<file path="src/hw/rtl/lsc_pkg.sv">
// Shared types and constants of the load spectrum classifier.
// No dependencies; imported by the counter bank, the top level and the checker.
package lsc_pkg;

  // Item kinds carried on tuser of the input channel
  typedef enum logic [1:0] {
    KIND_SAMPLE  = 2'd0,
    KIND_READ    = 2'd1,
    KIND_RESTART = 2'd2
  } kind_e;

  // Counting modes
  localparam logic [2:0] MODE_SAMPLING   = 3'd0;
  localparam logic [2:0] MODE_ZERO_CROSS = 3'd1;
  localparam logic [2:0] MODE_PEAK_ONE   = 3'd2;
  localparam logic [2:0] MODE_PEAK_TWO   = 3'd3;
  localparam logic [2:0] MODE_LEVEL      = 3'd4;

  // Register indexes (byte address / 4)
  localparam logic [2:0] REG_MODE        = 3'd0;
  localparam logic [2:0] REG_LOWER       = 3'd1;
  localparam logic [2:0] REG_WIDTH       = 3'd2;
  localparam logic [2:0] REG_COUNT       = 3'd3;
  localparam logic [2:0] REG_HYST        = 3'd4;
  localparam logic [2:0] REG_REF         = 3'd5;
  localparam logic [2:0] REG_RESET_AFTER = 3'd6;

  localparam logic [31:0] CNT_MAX = 32'hFFFF_FFFE;
  localparam logic [31:0] MARKER  = 32'hFFFF_FFFF;

  // Sequencer states
  typedef enum logic [3:0] {
    ST_IDLE = 4'b0001,
    ST_LOOP = 4'b0010,
    ST_FIN  = 4'b0100,
    ST_SNAP = 4'b1000
  } state_e;

  // Control of the counter bank
  typedef struct packed {
    logic bump;       // increment one class counter, saturating
    logic copy_snap;  // counters -> snapshot
    logic copy_read;  // snapshot -> readout copy
    logic clear;      // zero all three arrays
  } bank_ctrl_t;

endpackage

</file>
<file path="src/hw/rtl/lsc_level_unit.sv">
// Shared boundary unit: steps class boundaries by the class width and compares.
// No package dependencies; instantiated once by the top level.
module lsc_level_unit #(
  parameter int CW = 40
) (
  input  logic                 clk_i,
  input  logic                 start_i,
  input  logic                 step_i,
  input  logic signed [CW-1:0] lower_i,
  input  logic signed [CW-1:0] width_i,
  input  logic signed [CW-1:0] guard_i,
  input  logic signed [CW-1:0] sample_i,
  input  logic signed [CW-1:0] prev_i,
  input  logic                 rise_i,
  input  logic                 fall_i,
  output logic                 in_class_o,
  output logic                 cross_o
);

  logic signed [CW-1:0] lo_q, lg_q, hg_q;

  // Boundary accumulators: level, narrowed low edge, narrowed high edge
  always_ff @(posedge clk_i) begin
    if (start_i) begin
      lo_q <= lower_i;
      lg_q <= lower_i + guard_i;
      hg_q <= lower_i + width_i - guard_i;
    end else if (step_i) begin
      lo_q <= lo_q + width_i;
      lg_q <= lg_q + width_i;
      hg_q <= hg_q + width_i;
    end
  end

  assign in_class_o = (sample_i >= lg_q) && (sample_i < hg_q);
  assign cross_o    = (rise_i && (prev_i <= lo_q) && (sample_i > lo_q)) ||
                      (fall_i && (prev_i > lo_q) && (sample_i < lo_q));

endmodule

</file>
<file path="src/hw/rtl/lsc_counter_bank.sv">
// Class counters, snapshot copy and readout copy of the classifier.
// Depends on lsc_pkg for bank_ctrl_t and CNT_MAX.
module lsc_counter_bank #(
  parameter int NUM_CLASSES = 16,
  parameter int KW          = 4
) (
  input  logic                clk_i,
  input  logic                rst_ni,
  input  lsc_pkg::bank_ctrl_t ctrl_i,
  input  logic [KW-1:0]       bump_idx_i,
  input  logic [KW-1:0]       rd_idx_i,
  output logic [31:0]         rd_data_o
);
  import lsc_pkg::*;

  logic [31:0] cnt_q  [NUM_CLASSES];
  logic [31:0] snap_q [NUM_CLASSES];
  logic [31:0] rdc_q  [NUM_CLASSES];

  // Counters: saturating increment, clear on restart
  always_ff @(posedge clk_i or negedge rst_ni) begin
    if (!rst_ni) begin
      for (int i = 0; i < NUM_CLASSES; i++) cnt_q[i] <= '0;
    end else if (ctrl_i.clear) begin
      for (int i = 0; i < NUM_CLASSES; i++) cnt_q[i] <= '0;
    end else if (ctrl_i.bump && (cnt_q[bump_idx_i] < CNT_MAX)) begin
      cnt_q[bump_idx_i] <= cnt_q[bump_idx_i] + 32'd1;
    end
  end

  // Snapshot and readout copies
  always_ff @(posedge clk_i or negedge rst_ni) begin
    if (!rst_ni) begin
      for (int i = 0; i < NUM_CLASSES; i++) begin
        snap_q[i] <= '0;
        rdc_q[i]  <= '0;
      end
    end else if (ctrl_i.clear) begin
      for (int i = 0; i < NUM_CLASSES; i++) begin
        snap_q[i] <= '0;
        rdc_q[i]  <= '0;
      end
    end else begin
      if (ctrl_i.copy_snap) begin
        for (int i = 0; i < NUM_CLASSES; i++) snap_q[i] <= cnt_q[i];
      end
      if (ctrl_i.copy_read) begin
        for (int i = 0; i < NUM_CLASSES; i++) rdc_q[i] <= snap_q[i];
      end
    end
  end

  assign rd_data_o = rdc_q[rd_idx_i];

endmodule

</file>
<file path="src/hw/rtl/load_spectrum_classifier_top.sv">
// Load spectrum classifier, top level: config port, item sequencer, history.
// Depends on lsc_pkg, lsc_level_unit and lsc_counter_bank.
//
// Use: items enter on the s_axis channel; tuser selects a sample, a read or a
// restart. Samples are counted into amplitude classes under the mode set in
// the registers. A read item returns one word on m_axis: an all-ones marker
// at the start of a snapshot, then one count per class in use.
// Results: a read item shows its word on m_axis in the cycle after acceptance;
// restart and reserved items are handled in the idle state.
// Sample path: in modes 0 to 4 a sample sweeps the classes in use in ST_LOOP,
// then passes ST_FIN and ST_SNAP; in reserved modes it goes straight to ST_SNAP.
// The boundary unit visits one class per cycle and the counter bank takes one
// increment per cycle. s_axis_tready is low meanwhile.
// Stall: a waiting result holds m_axis; the block takes a further item only while the
// sequencer is idle and the result register is free or is emptied in the same cycle.
// Reset: counters, snapshot and history clear, registers take their reset
// values, and the first read returns the marker.
module load_spectrum_classifier_top #(
  parameter int NUM_CLASSES = 16,
  parameter int SAMPLE_BITS = 16
) (
  input  logic                                  clk_i,
  input  logic                                  rst_ni,
  // tdata: sample [SAMPLE_BITS-1:0], zero padded to bytes
  input  logic [((SAMPLE_BITS+7)/8)*8-1:0]      s_axis_tdata,
  // tuser: kind [1:0]
  input  logic [1:0]                            s_axis_tuser,
  input  logic                                  s_axis_tvalid,
  output logic                                  s_axis_tready,
  // tdata: read_data [31:0]
  output logic [31:0]                           m_axis_tdata,
  output logic                                  m_axis_tvalid,
  input  logic                                  m_axis_tready,
  input  logic                                  psel,
  input  logic                                  penable,
  input  logic                                  pwrite,
  input  logic [4:0]                            paddr,
  input  logic [31:0]                           pwdata,
  output logic [31:0]                           prdata,
  output logic                                  pready
);
  import lsc_pkg::*;

  localparam int SB = SAMPLE_BITS;
  localparam int HW = (SB > 16) ? SB : 16;
  localparam int KW = $clog2(NUM_CLASSES);
  localparam int NW = $clog2(NUM_CLASSES + 1);
  localparam int CW = ((SB > 18) ? SB : 18) + KW + 18;

  // Configuration registers
  logic        [2:0]  cfg_mode_q;
  logic signed [15:0] cfg_lower_q;
  logic        [15:0] cfg_width_q;
  logic        [4:0]  cfg_count_q;
  logic        [14:0] cfg_hyst_q;
  logic signed [15:0] cfg_ref_q;
  logic        [31:0] cfg_rst_after_q;
  logic               cfg_wr;

  assign pready = 1'b1;
  assign cfg_wr = psel && penable && pwrite;

  always_ff @(posedge clk_i or negedge rst_ni) begin
    if (!rst_ni) begin
      cfg_mode_q      <= MODE_SAMPLING;
      cfg_lower_q     <= '0;
      cfg_width_q     <= 16'd4096;
      cfg_count_q     <= 5'd16;
      cfg_hyst_q      <= '0;
      cfg_ref_q       <= '0;
      cfg_rst_after_q <= '0;
    end else if (cfg_wr) begin
      case (paddr[4:2])
        REG_MODE:        cfg_mode_q      <= pwdata[2:0];
        REG_LOWER:       cfg_lower_q     <= pwdata[15:0];
        REG_WIDTH:       cfg_width_q     <= pwdata[15:0];
        REG_COUNT:       cfg_count_q     <= pwdata[4:0];
        REG_HYST:        cfg_hyst_q      <= pwdata[14:0];
        REG_REF:         cfg_ref_q       <= pwdata[15:0];
        REG_RESET_AFTER: cfg_rst_after_q <= pwdata;
        default: ;
      endcase
    end
  end

  // Register readback
  always_comb begin
    case (paddr[4:2])
      REG_MODE:        prdata = 32'(cfg_mode_q);
      REG_LOWER:       prdata = 32'(unsigned'(cfg_lower_q));
      REG_WIDTH:       prdata = 32'(cfg_width_q);
      REG_COUNT:       prdata = 32'(cfg_count_q);
      REG_HYST:        prdata = 32'(cfg_hyst_q);
      REG_REF:         prdata = 32'(unsigned'(cfg_ref_q));
      REG_RESET_AFTER: prdata = cfg_rst_after_q;
      default:         prdata = '0;
    endcase
  end

  // Classes in use, clamped to 1..NUM_CLASSES
  logic [NW-1:0] n_cls;
  always_comb begin
    if (cfg_count_q == 5'd0) begin
      n_cls = NW'(1);
    end else if (32'(cfg_count_q) > 32'(NUM_CLASSES)) begin
      n_cls = NW'(NUM_CLASSES);
    end else begin
      n_cls = NW'(cfg_count_q);
    end
  end

  // Sequencer and history state
  state_e               state_q, state_d;
  logic signed [HW-1:0] v_q, v_d, p_q, p_d, pp_q, pp_d, hp_q, hp_d, lv_q, lv_d;
  logic [KW-1:0]        lastc_q, lastc_d, peakc_q, peakc_d, valc_q, valc_d;
  logic                 last_ok_q, last_ok_d, peak_ok_q, peak_ok_d, val_ok_q, val_ok_d;
  logic                 ra_q, ra_d, fa_q, fa_d;
  logic [31:0]          seen_q, seen_d;
  logic [NW-1:0]        phase_q, phase_d, rpos_q, rpos_d;
  logic                 frp_q, frp_d;
  logic                 found_q, found_d;
  logic [KW-1:0]        kfound_q, kfound_d, k_q, k_d;
  logic                 out_valid_q, out_valid_d;
  logic [31:0]          out_data_q, out_data_d;

  logic                 in_acc, lu_start, lu_step, lu_in_class, lu_cross;
  logic signed [HW-1:0] sample_in;
  logic signed [CW-1:0] ce_lower, ce_width, ce_guard, ce_hyst, ce_up, ce_dn;
  logic signed [CW-1:0] ce_v, ce_p, ce_pp, ce_hp, ce_vin;
  bank_ctrl_t           bank_ctrl;
  logic [KW-1:0]        bump_idx;
  logic [31:0]          rd_data;

  assign s_axis_tready = (state_q == ST_IDLE) && (!out_valid_q || m_axis_tready);
  assign in_acc        = s_axis_tvalid && s_axis_tready;
  assign sample_in     = HW'(signed'(s_axis_tdata[SB-1:0]));
  assign m_axis_tvalid = out_valid_q;
  assign m_axis_tdata  = out_data_q;

  // Extended operands for compares
  assign ce_lower = CW'(cfg_lower_q);
  assign ce_width = CW'(signed'({1'b0, cfg_width_q}));
  assign ce_hyst  = CW'(signed'({1'b0, cfg_hyst_q}));
  assign ce_guard = ((cfg_mode_q == MODE_SAMPLING) || (cfg_mode_q == MODE_PEAK_TWO)) ?
                    ce_hyst : '0;
  assign ce_up    = CW'(cfg_ref_q) + ce_hyst;
  assign ce_dn    = CW'(cfg_ref_q) - ce_hyst;
  assign ce_v     = CW'(v_q);
  assign ce_p     = CW'(p_q);
  assign ce_pp    = CW'(pp_q);
  assign ce_hp    = CW'(hp_q);
  assign ce_vin   = CW'(sample_in);

  lsc_level_unit #(.CW(CW)) u_level (
    .clk_i      (clk_i),
    .start_i    (lu_start),
    .step_i     (lu_step),
    .lower_i    (ce_lower),
    .width_i    (ce_width),
    .guard_i    (ce_guard),
    .sample_i   (ce_v),
    .prev_i     (ce_p),
    .rise_i     (ra_q),
    .fall_i     (fa_q),
    .in_class_o (lu_in_class),
    .cross_o    (lu_cross)
  );

  lsc_counter_bank #(.NUM_CLASSES(NUM_CLASSES), .KW(KW)) u_bank (
    .clk_i      (clk_i),
    .rst_ni     (rst_ni),
    .ctrl_i     (bank_ctrl),
    .bump_idx_i (bump_idx),
    .rd_idx_i   (rpos_q[KW-1:0]),
    .rd_data_o  (rd_data)
  );

  // Sequencer
  always_comb begin
    logic          ra, fa, endp, endn, pok, vok, restart_req;
    logic [KW-1:0] pc, vc;
    logic [NW-1:0] ph;

    state_d     = state_q;
    v_d = v_q; p_d = p_q; pp_d = pp_q; hp_d = hp_q; lv_d = lv_q;
    lastc_d = lastc_q; peakc_d = peakc_q; valc_d = valc_q;
    last_ok_d = last_ok_q; peak_ok_d = peak_ok_q; val_ok_d = val_ok_q;
    ra_d = ra_q; fa_d = fa_q;
    seen_d = seen_q; phase_d = phase_q; rpos_d = rpos_q; frp_d = frp_q;
    found_d = found_q; kfound_d = kfound_q; k_d = k_q;
    out_valid_d = out_valid_q; out_data_d = out_data_q;
    lu_start = 1'b0; lu_step = 1'b0;
    bank_ctrl = '0; bump_idx = '0;
    restart_req = 1'b0;
    ra = ra_q; fa = fa_q; endp = 1'b0; endn = 1'b0;
    pok = peak_ok_q; vok = val_ok_q; pc = peakc_q; vc = valc_q;
    ph = phase_q + NW'(1);

    if (out_valid_q && m_axis_tready) out_valid_d = 1'b0;

    case (state_q)
      ST_IDLE: begin
        if (in_acc) begin
          case (kind_e'(s_axis_tuser))
            KIND_SAMPLE: begin
              v_d      = sample_in;
              k_d      = '0;
              found_d  = 1'b0;
              lu_start = 1'b1;
              if (cfg_mode_q == MODE_LEVEL) begin
                // Level mode arms before the level sweep
                if ((ce_p <= ce_up) && (ce_vin > ce_dn)) ra = 1'b1;
                if (ra && (ce_p > ce_up) && (ce_vin < ce_dn)) ra = 1'b0;
                if ((ce_p >= ce_up) && (ce_vin < ce_dn)) fa = 1'b1;
                if (fa && (ce_p < ce_dn) && (ce_vin > ce_up)) fa = 1'b0;
                ra_d = ra;
                fa_d = fa;
              end
              state_d = (cfg_mode_q <= MODE_LEVEL) ? ST_LOOP : ST_SNAP;
            end
            KIND_READ: begin
              out_valid_d = 1'b1;
              if (frp_q) begin
                frp_d      = 1'b0;
                out_data_d = MARKER;
              end else if (rpos_q >= n_cls) begin
                bank_ctrl.copy_read = 1'b1;
                rpos_d     = '0;
                out_data_d = MARKER;
              end else begin
                out_data_d = rd_data;
                rpos_d     = rpos_q + NW'(1);
              end
            end
            KIND_RESTART: restart_req = 1'b1;
            default: ;
          endcase
        end
      end

      // One class or level per cycle
      ST_LOOP: begin
        lu_step = 1'b1;
        if (cfg_mode_q == MODE_LEVEL) begin
          bank_ctrl.bump = lu_cross;
          bump_idx       = k_q;
        end else if (lu_in_class && !found_q) begin
          found_d  = 1'b1;
          kfound_d = k_q;
        end
        if ((NW'(k_q) + NW'(1)) >= n_cls) begin
          state_d = ST_FIN;
        end else begin
          k_d = k_q + KW'(1);
        end
      end

      // Mode specific counting and history
      ST_FIN: begin
        state_d = ST_SNAP;
        case (cfg_mode_q)
          MODE_SAMPLING: begin
            bank_ctrl.bump = found_q;
            bump_idx       = kfound_q;
          end
          MODE_ZERO_CROSS: begin
            if (found_q) begin
              if ((ce_p <= ce_dn) && (ce_v > ce_up)) ra = 1'b1;
              if (ra && (ce_p > ce_up) && (ce_v < ce_dn)) begin
                ra = 1'b0; endp = 1'b1;
              end
              if ((ce_p > ce_pp) && (ce_p > ce_v) && (ce_p > ce_hp)) begin
                hp_d = p_q; pok = last_ok_q; pc = lastc_q;
              end
              if ((ce_p >= ce_up) && (ce_v < ce_dn)) fa = 1'b1;
              if (fa && (ce_p < ce_dn) && (ce_v > ce_up)) begin
                fa = 1'b0; endn = 1'b1;
              end
              if ((ce_p < ce_pp) && (ce_p < ce_v) && (CW'(p_q) < CW'(lv_q))) begin
                lv_d = p_q; vok = last_ok_q; vc = lastc_q;
              end
              ra_d = ra; fa_d = fa;
              peak_ok_d = pok; peakc_d = pc; val_ok_d = vok; valc_d = vc;
              bank_ctrl.bump = (endp && pok) || (endn && vok);
              bump_idx       = endp ? pc : vc;
              pp_d = p_q; p_d = v_q; last_ok_d = 1'b1; lastc_d = kfound_q;
            end
          end
          MODE_PEAK_ONE: begin
            if (found_q) begin
              if ((ce_p <= ce_dn) && (ce_v > ce_up)) ra = 1'b1;
              if (ra && (ce_p > ce_up) && (ce_v < ce_dn)) ra = 1'b0;
              if ((ce_p >= ce_up) && (ce_v < ce_dn)) fa = 1'b1;
              if (fa && (ce_p < ce_dn) && (ce_v > ce_up)) fa = 1'b0;
              ra_d = ra; fa_d = fa;
              bank_ctrl.bump = last_ok_q &&
                (((ce_p > ce_pp) && (ce_p > ce_v) && ra) ||
                 ((ce_p < ce_pp) && (ce_p < ce_v) && fa));
              bump_idx = lastc_q;
              pp_d = p_q; p_d = v_q; last_ok_d = 1'b1; lastc_d = kfound_q;
            end
          end
          MODE_PEAK_TWO: begin
            if (found_q) begin
              bank_ctrl.bump = last_ok_q &&
                (((ce_p > ce_pp) && (ce_p > ce_v)) || ((ce_p < ce_pp) && (ce_p < ce_v)));
              bump_idx = lastc_q;
              pp_d = p_q; p_d = v_q; last_ok_d = 1'b1; lastc_d = kfound_q;
            end
          end
          MODE_LEVEL: p_d = v_q;
          default: ;
        endcase
      end

      // Snapshot cadence and automatic restart
      ST_SNAP: begin
        state_d = ST_IDLE;
        if (ph >= n_cls) begin
          bank_ctrl.copy_snap = 1'b1;
          phase_d = '0;
        end else begin
          phase_d = ph;
        end
        seen_d = seen_q + 32'd1;
        if ((cfg_rst_after_q != 32'd0) && (seen_d == cfg_rst_after_q)) restart_req = 1'b1;
      end

      default: state_d = ST_IDLE;
    endcase

    if (restart_req) begin
      bank_ctrl.clear = 1'b1;
      p_d = HW'(cfg_ref_q); pp_d = HW'(cfg_ref_q);
      hp_d = HW'(cfg_ref_q); lv_d = HW'(cfg_ref_q);
      last_ok_d = 1'b0; peak_ok_d = 1'b0; val_ok_d = 1'b0;
      lastc_d = '0; peakc_d = '0; valc_d = '0;
      ra_d = 1'b0; fa_d = 1'b0;
      seen_d = '0; phase_d = '0; rpos_d = '0; frp_d = 1'b1;
    end
  end

  // Control and history registers
  always_ff @(posedge clk_i or negedge rst_ni) begin
    if (!rst_ni) begin
      state_q     <= ST_IDLE;
      p_q         <= '0;
      pp_q        <= '0;
      hp_q        <= '0;
      lv_q        <= '0;
      lastc_q     <= '0;
      peakc_q     <= '0;
      valc_q      <= '0;
      last_ok_q   <= 1'b0;
      peak_ok_q   <= 1'b0;
      val_ok_q    <= 1'b0;
      ra_q        <= 1'b0;
      fa_q        <= 1'b0;
      seen_q      <= '0;
      phase_q     <= '0;
      rpos_q      <= '0;
      frp_q       <= 1'b1;
      found_q     <= 1'b0;
      k_q         <= '0;
      out_valid_q <= 1'b0;
    end else begin
      state_q     <= state_d;
      p_q         <= p_d;
      pp_q        <= pp_d;
      hp_q        <= hp_d;
      lv_q        <= lv_d;
      lastc_q     <= lastc_d;
      peakc_q     <= peakc_d;
      valc_q      <= valc_d;
      last_ok_q   <= last_ok_d;
      peak_ok_q   <= peak_ok_d;
      val_ok_q    <= val_ok_d;
      ra_q        <= ra_d;
      fa_q        <= fa_d;
      seen_q      <= seen_d;
      phase_q     <= phase_d;
      rpos_q      <= rpos_d;
      frp_q       <= frp_d;
      found_q     <= found_d;
      k_q         <= k_d;
      out_valid_q <= out_valid_d;
    end
  end

  // Payload registers
  always_ff @(posedge clk_i) begin
    v_q        <= v_d;
    kfound_q   <= kfound_d;
    out_data_q <= out_data_d;
  end

endmodule

</file>
<file path="config.mk">
export PLATFORM = sky130hd
export DESIGN_NAME = load_spectrum_classifier_top
export DESIGN_NICKNAME = d
export VERILOG_FILES = /design/src/hw/rtl/lsc_pkg.sv /design/src/hw/rtl/lsc_level_unit.sv /design/src/hw/rtl/lsc_counter_bank.sv /design/src/hw/rtl/load_spectrum_classifier_top.sv
export SDC_FILE = /design/constraint.sdc
export NUM_CORES = 2
export LEC_CHECK = 0
export BUFFER_PORTS_ARGS = -buffer_cell sky130_fd_sc_hd__buf_2
export CELL_PAD_IN_SITES_DETAIL_PLACEMENT = 1
export CELL_PAD_IN_SITES_GLOBAL_PLACEMENT = 2
export CORE_MARGIN = 2
export CORE_UTILIZATION = 41
export DETAILED_ROUTE_END_ITERATION = 8
export PLACE_DENSITY = 0.85
export REMOVE_ABC_BUFFERS = 1
export SYNTH_ARGS = -nofsm -noshare
export SYNTH_HDL_FRONTEND = slang
export SYNTH_SLANG_ARGS = --single-unit
</file>
<file path="constraint.sdc">
create_clock -name clk_i -period 10.8 [get_ports clk_i]
set_clock_uncertainty 0.2 [all_clocks]
set_input_delay 1.62 -clock clk_i [delete_from_list [all_inputs] [get_ports clk_i]]
set_output_delay 1.62 -clock clk_i [all_outputs]
set_load 0.05 [all_outputs]
</file>
**Word level (Yosys, flattened, before mapping)**

Index checks and enable logic that the tools add are counted.

- Register bits after elaboration: 1945
- Output and inout bits: 67
- Logic and storage cells: 450

- Add/sub/neg operators: 14
- Magnitude comparators: 31
- Equality and inequality tests: 31
- Multiplexer cells: 196
- Bitwise logic cells: 3
- Reductions and logical operators: 94

Operator list:

| cell | number |
|---|---|
| 2-to-1 mux 512 bit | 6 |
| bitwise mux 512 bit | 1 |
| 2-to-1 mux 16 bit | 17 |
| binary-select mux 32 bit (select 4 bit) | 2 |
| 2-to-1 mux 40 bit | 6 |
| 2-to-1 mux 32 bit | 7 |
| case mux 32 bit (7 select lines) | 1 |
| demux 32 bit (select 4 bit) | 1 |
| adder 40 x 17 -> 40 bit | 3 |
| 2-to-1 mux 1 bit | 105 |
| 2-to-1 mux 4 bit | 25 |
| > comparator 16 x 40 -> 1 bit | 2 |
| < comparator 16 x 40 -> 1 bit | 2 |
| > comparator 16 x 17 -> 1 bit | 4 |
| adder 32 x 1 -> 32 bit (second input constant) | 2 |
| 2-to-1 mux 5 bit | 11 |
| < comparator 16 x 17 -> 1 bit | 3 |
| > comparator 16 bit | 3 |
| < comparator 16 bit | 3 |
| >= comparator 16 x 40 -> 1 bit | 1 |
| less-or-equal comparator 16 x 40 -> 1 bit | 1 |
| logical AND 1 bit | 40 |
| subtractor 40 x 16 -> 40 bit | 1 |
| adder 16 x 16 -> 17 bit | 2 |
| 52 further kinds | 120 |

**Longest topological paths before layout**

- Depth after elaboration: 25
- Mapped depth: 47
- Mapped depth without buffers: 36

**Cells and area by module**

From an unflattened synthesis, not the netlist that was laid out.

- Cell total of the unflattened synthesis: 9694
- Area, all modules: 107316.7 µm²

By module, submodules not included:

| module | times used | cells an instance | area an instance (µm²) |
|---|---|---|---|
| lsc_counter_bank | 1 | 5110 | 67079.3 |
| lsc_level_unit | 1 | 2500 | 20387.1 |
| load_spectrum_classifier_top | 1 | 2084 | 19850.3 |

**Least setup slack after synthesis**

Ideal clock, no wire load.

- Path kind: register -> register
- From: register cfg_hyst_q[2]
- To: register u_bank.cnt_q[124] (netlist bit)
- Library setup time: 0.131 ns
- Arrival: 8.369 ns
- Required time: 10.469 ns
- Slack: 2.100 ns
- Cell stages (with the launch flop): 45
- Cells stage by stage: dfrtp_1 > inv_1 > ha_1 > buf_6 > o211ai_2 > a21oi_1 > o311ai_0 > a21oi_1 > o21ai_0 > nand2b_1 > a21o_1 > a21oi_1 > xnor2_1 > ha_1 > and4_1 > a22o_1 > nor4_1 > a32oi_1 > [9 not listed] > buf_8 > buf_6 > buf_4 > buf_4 > nand2_1 > and3_1 > a31oi_1 > a221oi_4 > inv_1 > ha_1 > inv_1 > nor3_1 > or4b_1 > buf_4 > or4_4 > xnor2_4 > buf_4 > mux2i_1

- Longest elaborated chain between the ends: 25
- Elaborated cells between the ends (all ways): 77
- Those cells by class: add/sub (3); order compare (9); mux (44); bitwise (1); reduce/logical (20)

Ends and longest elaborated chain:

| item | line | text |
|---|---|---|
| start, declared | load_spectrum_classifier_top.sv:55 | `logic [14:0] cfg_hyst_q;` |
| start signal, assigned | load_spectrum_classifier_top.sv:78 | `REG_HYST: cfg_hyst_q <= pwdata[14:0];` |
| subtractor 16 x 16 -> 17 bit or adder 16 x 16 -> 17 bit (tied branches) | load_spectrum_classifier_top.sv:147, load_spectrum_classifier_top.sv:146 |  |
| less-or-equal comparator 16 x 17 -> 1 bit or > comparator 16 x 17 -> 1 bit (tied branches) | load_spectrum_classifier_top.sv:268, load_spectrum_classifier_top.sv:291, load_spectrum_classifier_top.sv:276 |  |
| logical AND 1 bit | load_spectrum_classifier_top.sv:268, load_spectrum_classifier_top.sv:291 |  |
| 2-to-1 mux 1 bit | load_spectrum_classifier_top.sv:268, load_spectrum_classifier_top.sv:291 |  |
| 2-to-1 mux 1 bit | load_spectrum_classifier_top.sv:267, load_spectrum_classifier_top.sv:290 |  |
| 2-to-1 mux 1 bit | load_spectrum_classifier_top.sv:261 | `case (cfg_mode_q)` |
| 2-to-1 mux 1 bit | load_spectrum_classifier_top.sv:201 | `case (state_q)` |
| logical AND 1 bit (2 in a row) | load_spectrum_classifier_top.sv:269 | `if (ra && (ce_p > ce_up) && (ce_v < ce_dn)) begin` |
| [8 not listed] | - |  |
| inverter 4 -> 5 bit (implied by the code) | lsc_counter_bank.sv:26, lsc_counter_bank.sv:27 |  |
| binary-select mux 32 bit (select 4 bit) (tied with other cells) | lsc_counter_bank.sv:26, lsc_counter_bank.sv:27 |  |
| 2-to-1 mux 32 bit (implied by the code) or logical AND 1 bit (tied branches) | lsc_counter_bank.sv:26, lsc_counter_bank.sv:27 |  |
| 2-to-1 mux 32 bit (on tied branches) | lsc_counter_bank.sv:26, lsc_counter_bank.sv:27 |  |
| adder 32 x 1 -> 32 bit or demux 32 bit (select 4 bit) (tied branches) | lsc_counter_bank.sv:27 | `cnt_q[bump_idx_i] <= cnt_q[bump_idx_i] + 32'd1;` |
| bitwise mux 512 bit | lsc_counter_bank.sv:27 |  |
| 2-to-1 mux 512 bit | lsc_counter_bank.sv:26 | `end else if (ctrl_i.bump && (cnt_q[bump_idx_i] < CNT_MAX)) begin` |
| 2-to-1 mux 512 bit | lsc_counter_bank.sv:24 | `end else if (ctrl_i.clear) begin` |
| end signal, assigned by index | lsc_counter_bank.sv:27 |  |
| end, declared | lsc_counter_bank.sv:16 | `logic [31:0] cnt_q [NUM_CLASSES];` |

Several ways; a longest one is shown, not always the timed one. The select of a mux whose other input is x is not followed.
A chain may end at the register's enable or synchronous reset.

**Final worst setup path**

- From: register cfg_ref_q[4]
- To: register u_bank.cnt_q[167] (netlist bit)

- Longest elaborated chain between the ends: 25
- Elaborated cells between the ends (all ways): 77
- Those cells by class: add/sub (3); order compare (9); mux (44); bitwise (1); reduce/logical (20)

Ends and longest elaborated chain:

| item | line | text |
|---|---|---|
| start, declared | load_spectrum_classifier_top.sv:56 | `logic signed [15:0] cfg_ref_q;` |
| start signal, assigned | load_spectrum_classifier_top.sv:79 | `REG_REF: cfg_ref_q <= pwdata[15:0];` |
| subtractor 16 x 16 -> 17 bit or adder 16 x 16 -> 17 bit (tied branches) | load_spectrum_classifier_top.sv:147, load_spectrum_classifier_top.sv:146 |  |
| less-or-equal comparator 16 x 17 -> 1 bit or > comparator 16 x 17 -> 1 bit (tied branches) | load_spectrum_classifier_top.sv:268, load_spectrum_classifier_top.sv:291, load_spectrum_classifier_top.sv:276 |  |
| logical AND 1 bit | load_spectrum_classifier_top.sv:268, load_spectrum_classifier_top.sv:291 |  |
| 2-to-1 mux 1 bit | load_spectrum_classifier_top.sv:268, load_spectrum_classifier_top.sv:291 |  |
| 2-to-1 mux 1 bit | load_spectrum_classifier_top.sv:267, load_spectrum_classifier_top.sv:290 |  |
| 2-to-1 mux 1 bit | load_spectrum_classifier_top.sv:261 |  |
| 2-to-1 mux 1 bit | load_spectrum_classifier_top.sv:201 |  |
| logical AND 1 bit (2 in a row) | load_spectrum_classifier_top.sv:269 |  |
| [8 not listed] | - |  |
| inverter 4 -> 5 bit (implied by the code) | lsc_counter_bank.sv:26, lsc_counter_bank.sv:27 |  |
| binary-select mux 32 bit (select 4 bit) (tied with other cells) | lsc_counter_bank.sv:26, lsc_counter_bank.sv:27 |  |
| 2-to-1 mux 32 bit (implied by the code) or logical AND 1 bit (tied branches) | lsc_counter_bank.sv:26, lsc_counter_bank.sv:27 |  |
| 2-to-1 mux 32 bit (on tied branches) | lsc_counter_bank.sv:26, lsc_counter_bank.sv:27 |  |
| adder 32 x 1 -> 32 bit or demux 32 bit (select 4 bit) (tied branches) | lsc_counter_bank.sv:27 |  |
| bitwise mux 512 bit | lsc_counter_bank.sv:27 |  |
| 2-to-1 mux 512 bit | lsc_counter_bank.sv:26 |  |
| 2-to-1 mux 512 bit | lsc_counter_bank.sv:24 |  |

Several ways; a longest one is shown, not always the timed one. The select of a mux whose other input is x is not followed.

==> impl_metrics.csv <==
group,metric,value,unit
synth,synth_cell_type_count,138,
floorplan,coreArea,251400,µm²
drt,drt_iter0_markers,7524,
timing,drv_slew,0,
place,dp_hpwl,236300,µm
drt,post-route-drc-count,0,
floorplan,dieHeight,507.1,µm
cells_and_area,nNetsFinal,11488,
synth,ys_warn_count,0,
synth,synth_edf_count,172,
timing,relSlewSlack,13.20,%
timing,tns,0,ns
cells_and_area,drive_gt1_share,11.15,%
floorplan,die_area,257100,µm²
global_route,overflow,0,
drt,vias_per_cell,5.868,
timing,rsz0062_at_grt,"false",
synth,yosys_register_bits,1945,
power,power,0.02297,W
drt,num_vias,85056,
power,ir_worst_vdd,0.1831,mV
critical_path,critPathKind,"reg -> reg",
clock_network,clock_sinks,1945,
global_route,grt_usage,28.20,%
global_route,grt_max_degree,222,
synth,synth.avg_cell_area,9.406,µm²
min_path,hold_path_class,"reg -> reg",
clock_network,cts_tree,"built",
global_route,antenna_found_initial,11,
clock_network,cts_buffer_depth,3,
place,gp_congestion,0.9010,
timing,tightest_slew,1.290,ns
critical_path,crit_path_max_fanout,73,
floorplan,start_util,41.27,%
cells_and_area,fin_area,116400,µm²
power,swShare,36.74,%
timing,setup-violations-final,0,
outcome,outcome,"finished clean",
power,p_int,0.01453,W
cells_and_area,nFillCells,28338,
power,p_leak,51.07,nW
power,power_density,197.3,nW/µm²
synth,syn_area,103800,µm²
timing,hold_viol_final,0,
power,share_clk_of_total_power,33.4,%
timing,holdWs,0.2625,ns
clock_network,worstSkewPairLatency,0.93,ns
cells_and_area,area_delta_synth_final,12.21,%
global_route,grt_pass1_wl,560000,µm
floorplan,fp-row-count,184,
critical_path,crit_slowest_cell,"nor4_1",
critical_path,cp.arrival,11.03,ns
power,seqPwrFrac,36.9,%
drt,ant_nets,0,
critical_path,path_buf_inv,4,
power,p_comb_share,29.7,%
place,placed_area,108900,µm²
flow_run,cap_viol_max_count,0,
clock_network,path_clk_slew,0.06,ns
timing,min_period_over_period,97.09,%
timing,max_freq,95.36,MHz
floorplan,die_w,507.1,µm
power,p_sw,0.008439,W
synth,postSynthCellCount,11031,
critical_path,crit_top_cell,"a21oi_1",
clock_network,cts_buffers,216,
place,port_buffers,125,
synth,ys_seq_area_share,47.74,%
floorplan,io_pins,129,
drt,post_drt_wl_per_cell,25.40,µm
critical_path,crit_family,"simple AND/OR/NAND/NOR gates",
drt,drtPass1Iterations,6,
critical_path,startpoint_type,"flop",
clock_network,root_buffer,"clkbuf_16",
synth,ys.flop_type,"dfrtp_1",
clock_network,cts_hold_buf,0,
clock_network,htree_levels,4,
timing,min_period,10.49,ns
critical_path,cp_slowest_stage_delay,0.97,ns
drt,routed_wl,368200,µm
synth,synthArstFlopShare,91.16,%
global_route,grt_pass1_vias,89325,
critical_path,crit_path_end_kind,"flop",
critical_path,cp.required,11.35,ns
cells by family after synthesis:
kind of cell    share of synthesized area [%]
compound gates                          13.43
xor+xnor                                2.265
fa+ha+maj                               5.704
buf+inv                                 4.672
flops                                   47.74
mux                                     9.222
other cells                          0.003614
simple gates                            16.96
power groups by stage:
stage                     sequential (W)  clock (W)  combinational [W]
after floorplan                  0.00845          0            0.00405
after global placement           0.00859          0            0.00634
after detailed placement         0.00861          0            0.00657
after CTS                        0.00848    0.00779            0.00663
after global routing             0.00853    0.00808            0.00741
final                            0.00849    0.00766            0.00682
through the flow:
stage | setup slack, ns | instances | utilization (%)
final | 0.3139 | 14495 | 46.31
after global routing | 0.01853 | 14494 | 46.31
after CTS | 0.3393 | 14480 | 46.24
after detailed placement | 0.4202 | 14079 | 43.31
after global placement | 0.5816 | 14079 | 43.31
after floorplan | -61.93 | 10270 | -
registers in the layout, summed over array words and instances (netlist names), 32 cells and up:
| register | flops |
|---|---|
| u_level.lg_q | 40 |
| m_axis_tdata | 32 |
| seen_q | 32 |
| u_bank.snap_q | 512 |
| u_bank.cnt_q | 512 |
| cfg_rst_after_q | 32 |
| u_bank.rdc_q | 512 |
| u_level.hg_q | 40 |
| u_level.lo_q | 40 |
worst min-delay path: cells and delay by family, from the launching register on:
family | cells | cell delay (ns)
flops | 1 | 0.37
simple gates | 1 | 0.06
compound gates | 1 | 0.05
cell usage after synthesis, drive strengths merged (83+ instances only):
library cell / count / area share [%]
a21oi: 1368 / 6.6
a31oi: 87 / 0.53
buf: 175 / 1.3
clkbuf: 583 / 2.1
dfrtp: 1769 / 43
edfxtp: 172 / 5.0
ha: 456 / 5.5
inv: 328 / 1.2
mux2: 110 / 1.2
mux2i: 464 / 4.5
mux4: 163 / 3.5
nand2: 3039 / 11
nand3: 192 / 0.99
nand4: 84 / 0.53
nor2: 332 / 1.2
nor3: 83 / 0.42
o21ai: 389 / 1.9
xnor2: 196 / 1.7
layout by cell type (no fill, tap or decap), types with 65 or more instances in the layout:
cell,instances
nand2_1,3033
dfrtp_1,1765
a21oi_1,1366
mux2i_1,463
ha_1,456
o21ai_0,375
inv_1,324
nor2_1,318
buf_4,263
clkbuf_16,221
xnor2_1,194
nand3_1,179
edfxtp_1,172
mux4_2,163
buf_2,124
mux2_2,103
a31oi_1,86
buf_12,83
nand4_1,82
nor3_1,76
a211oi_1,72
a21o_1,70
or3_1,69
xor2_1,68
and3_1,65
metal layers:
metal  wire length [µm]  track usage, %
met1             159300           38.36
met2             170900           45.43
met3              23160           4.404
met4              14770           10.51
met5                 30               0
path summary, 6_finish.rpt:
kind,cells past startpoint,from,slack (ns),to
worst min register to register,2,u_bank.snap_q[144]$_DFFE_PN0P_,0.26,u_bank.rdc_q[144]$_DFFE_PN0P_
worst max register to register,32,cfg_ref_q[4]$_DFFE_PN0P_,0.31,u_bank.cnt_q[167]$_DFFE_PN0P_
min in group asynchronous,1,rst_ni,0.51,u_bank.cnt_q[17]$_DFFE_PN0P_
worst max-delay path,32,cfg_ref_q[4]$_DFFE_PN0P_,0.31,u_bank.cnt_q[167]$_DFFE_PN0P_
max in group asynchronous,3,rst_ni,7.33,u_bank.snap_q[398]$_DFFE_PN0P_
worst min-delay path,2,u_bank.snap_q[144]$_DFFE_PN0P_,0.26,u_bank.rdc_q[144]$_DFFE_PN0P_
final cells by class:
class | instances | area [µm²] | area share (%)
Antenna cell | 2 | 5.005 | 0.004299
Tap cell | 3348 | 4189 | 3.598
Sequential cell | 1945 | 49550 | 42.56
Inverter | 329 | 1236 | 1.062
Timing Repair Buffer | 470 | 4257 | 3.656
Clock inverter | 73 | 953.4 | 0.8189
Multi-Input combinational cell | 8000 | 49810 | 42.78
Clock buffer | 328 | 6422 | 5.516
timing repair:
action | CTS | global route
gates resized for setup | 0 | 3
endpoints found under the setup margin | 0 | 342
buffers inserted | 0 | 9
Power figures use the tool's default switching activity.
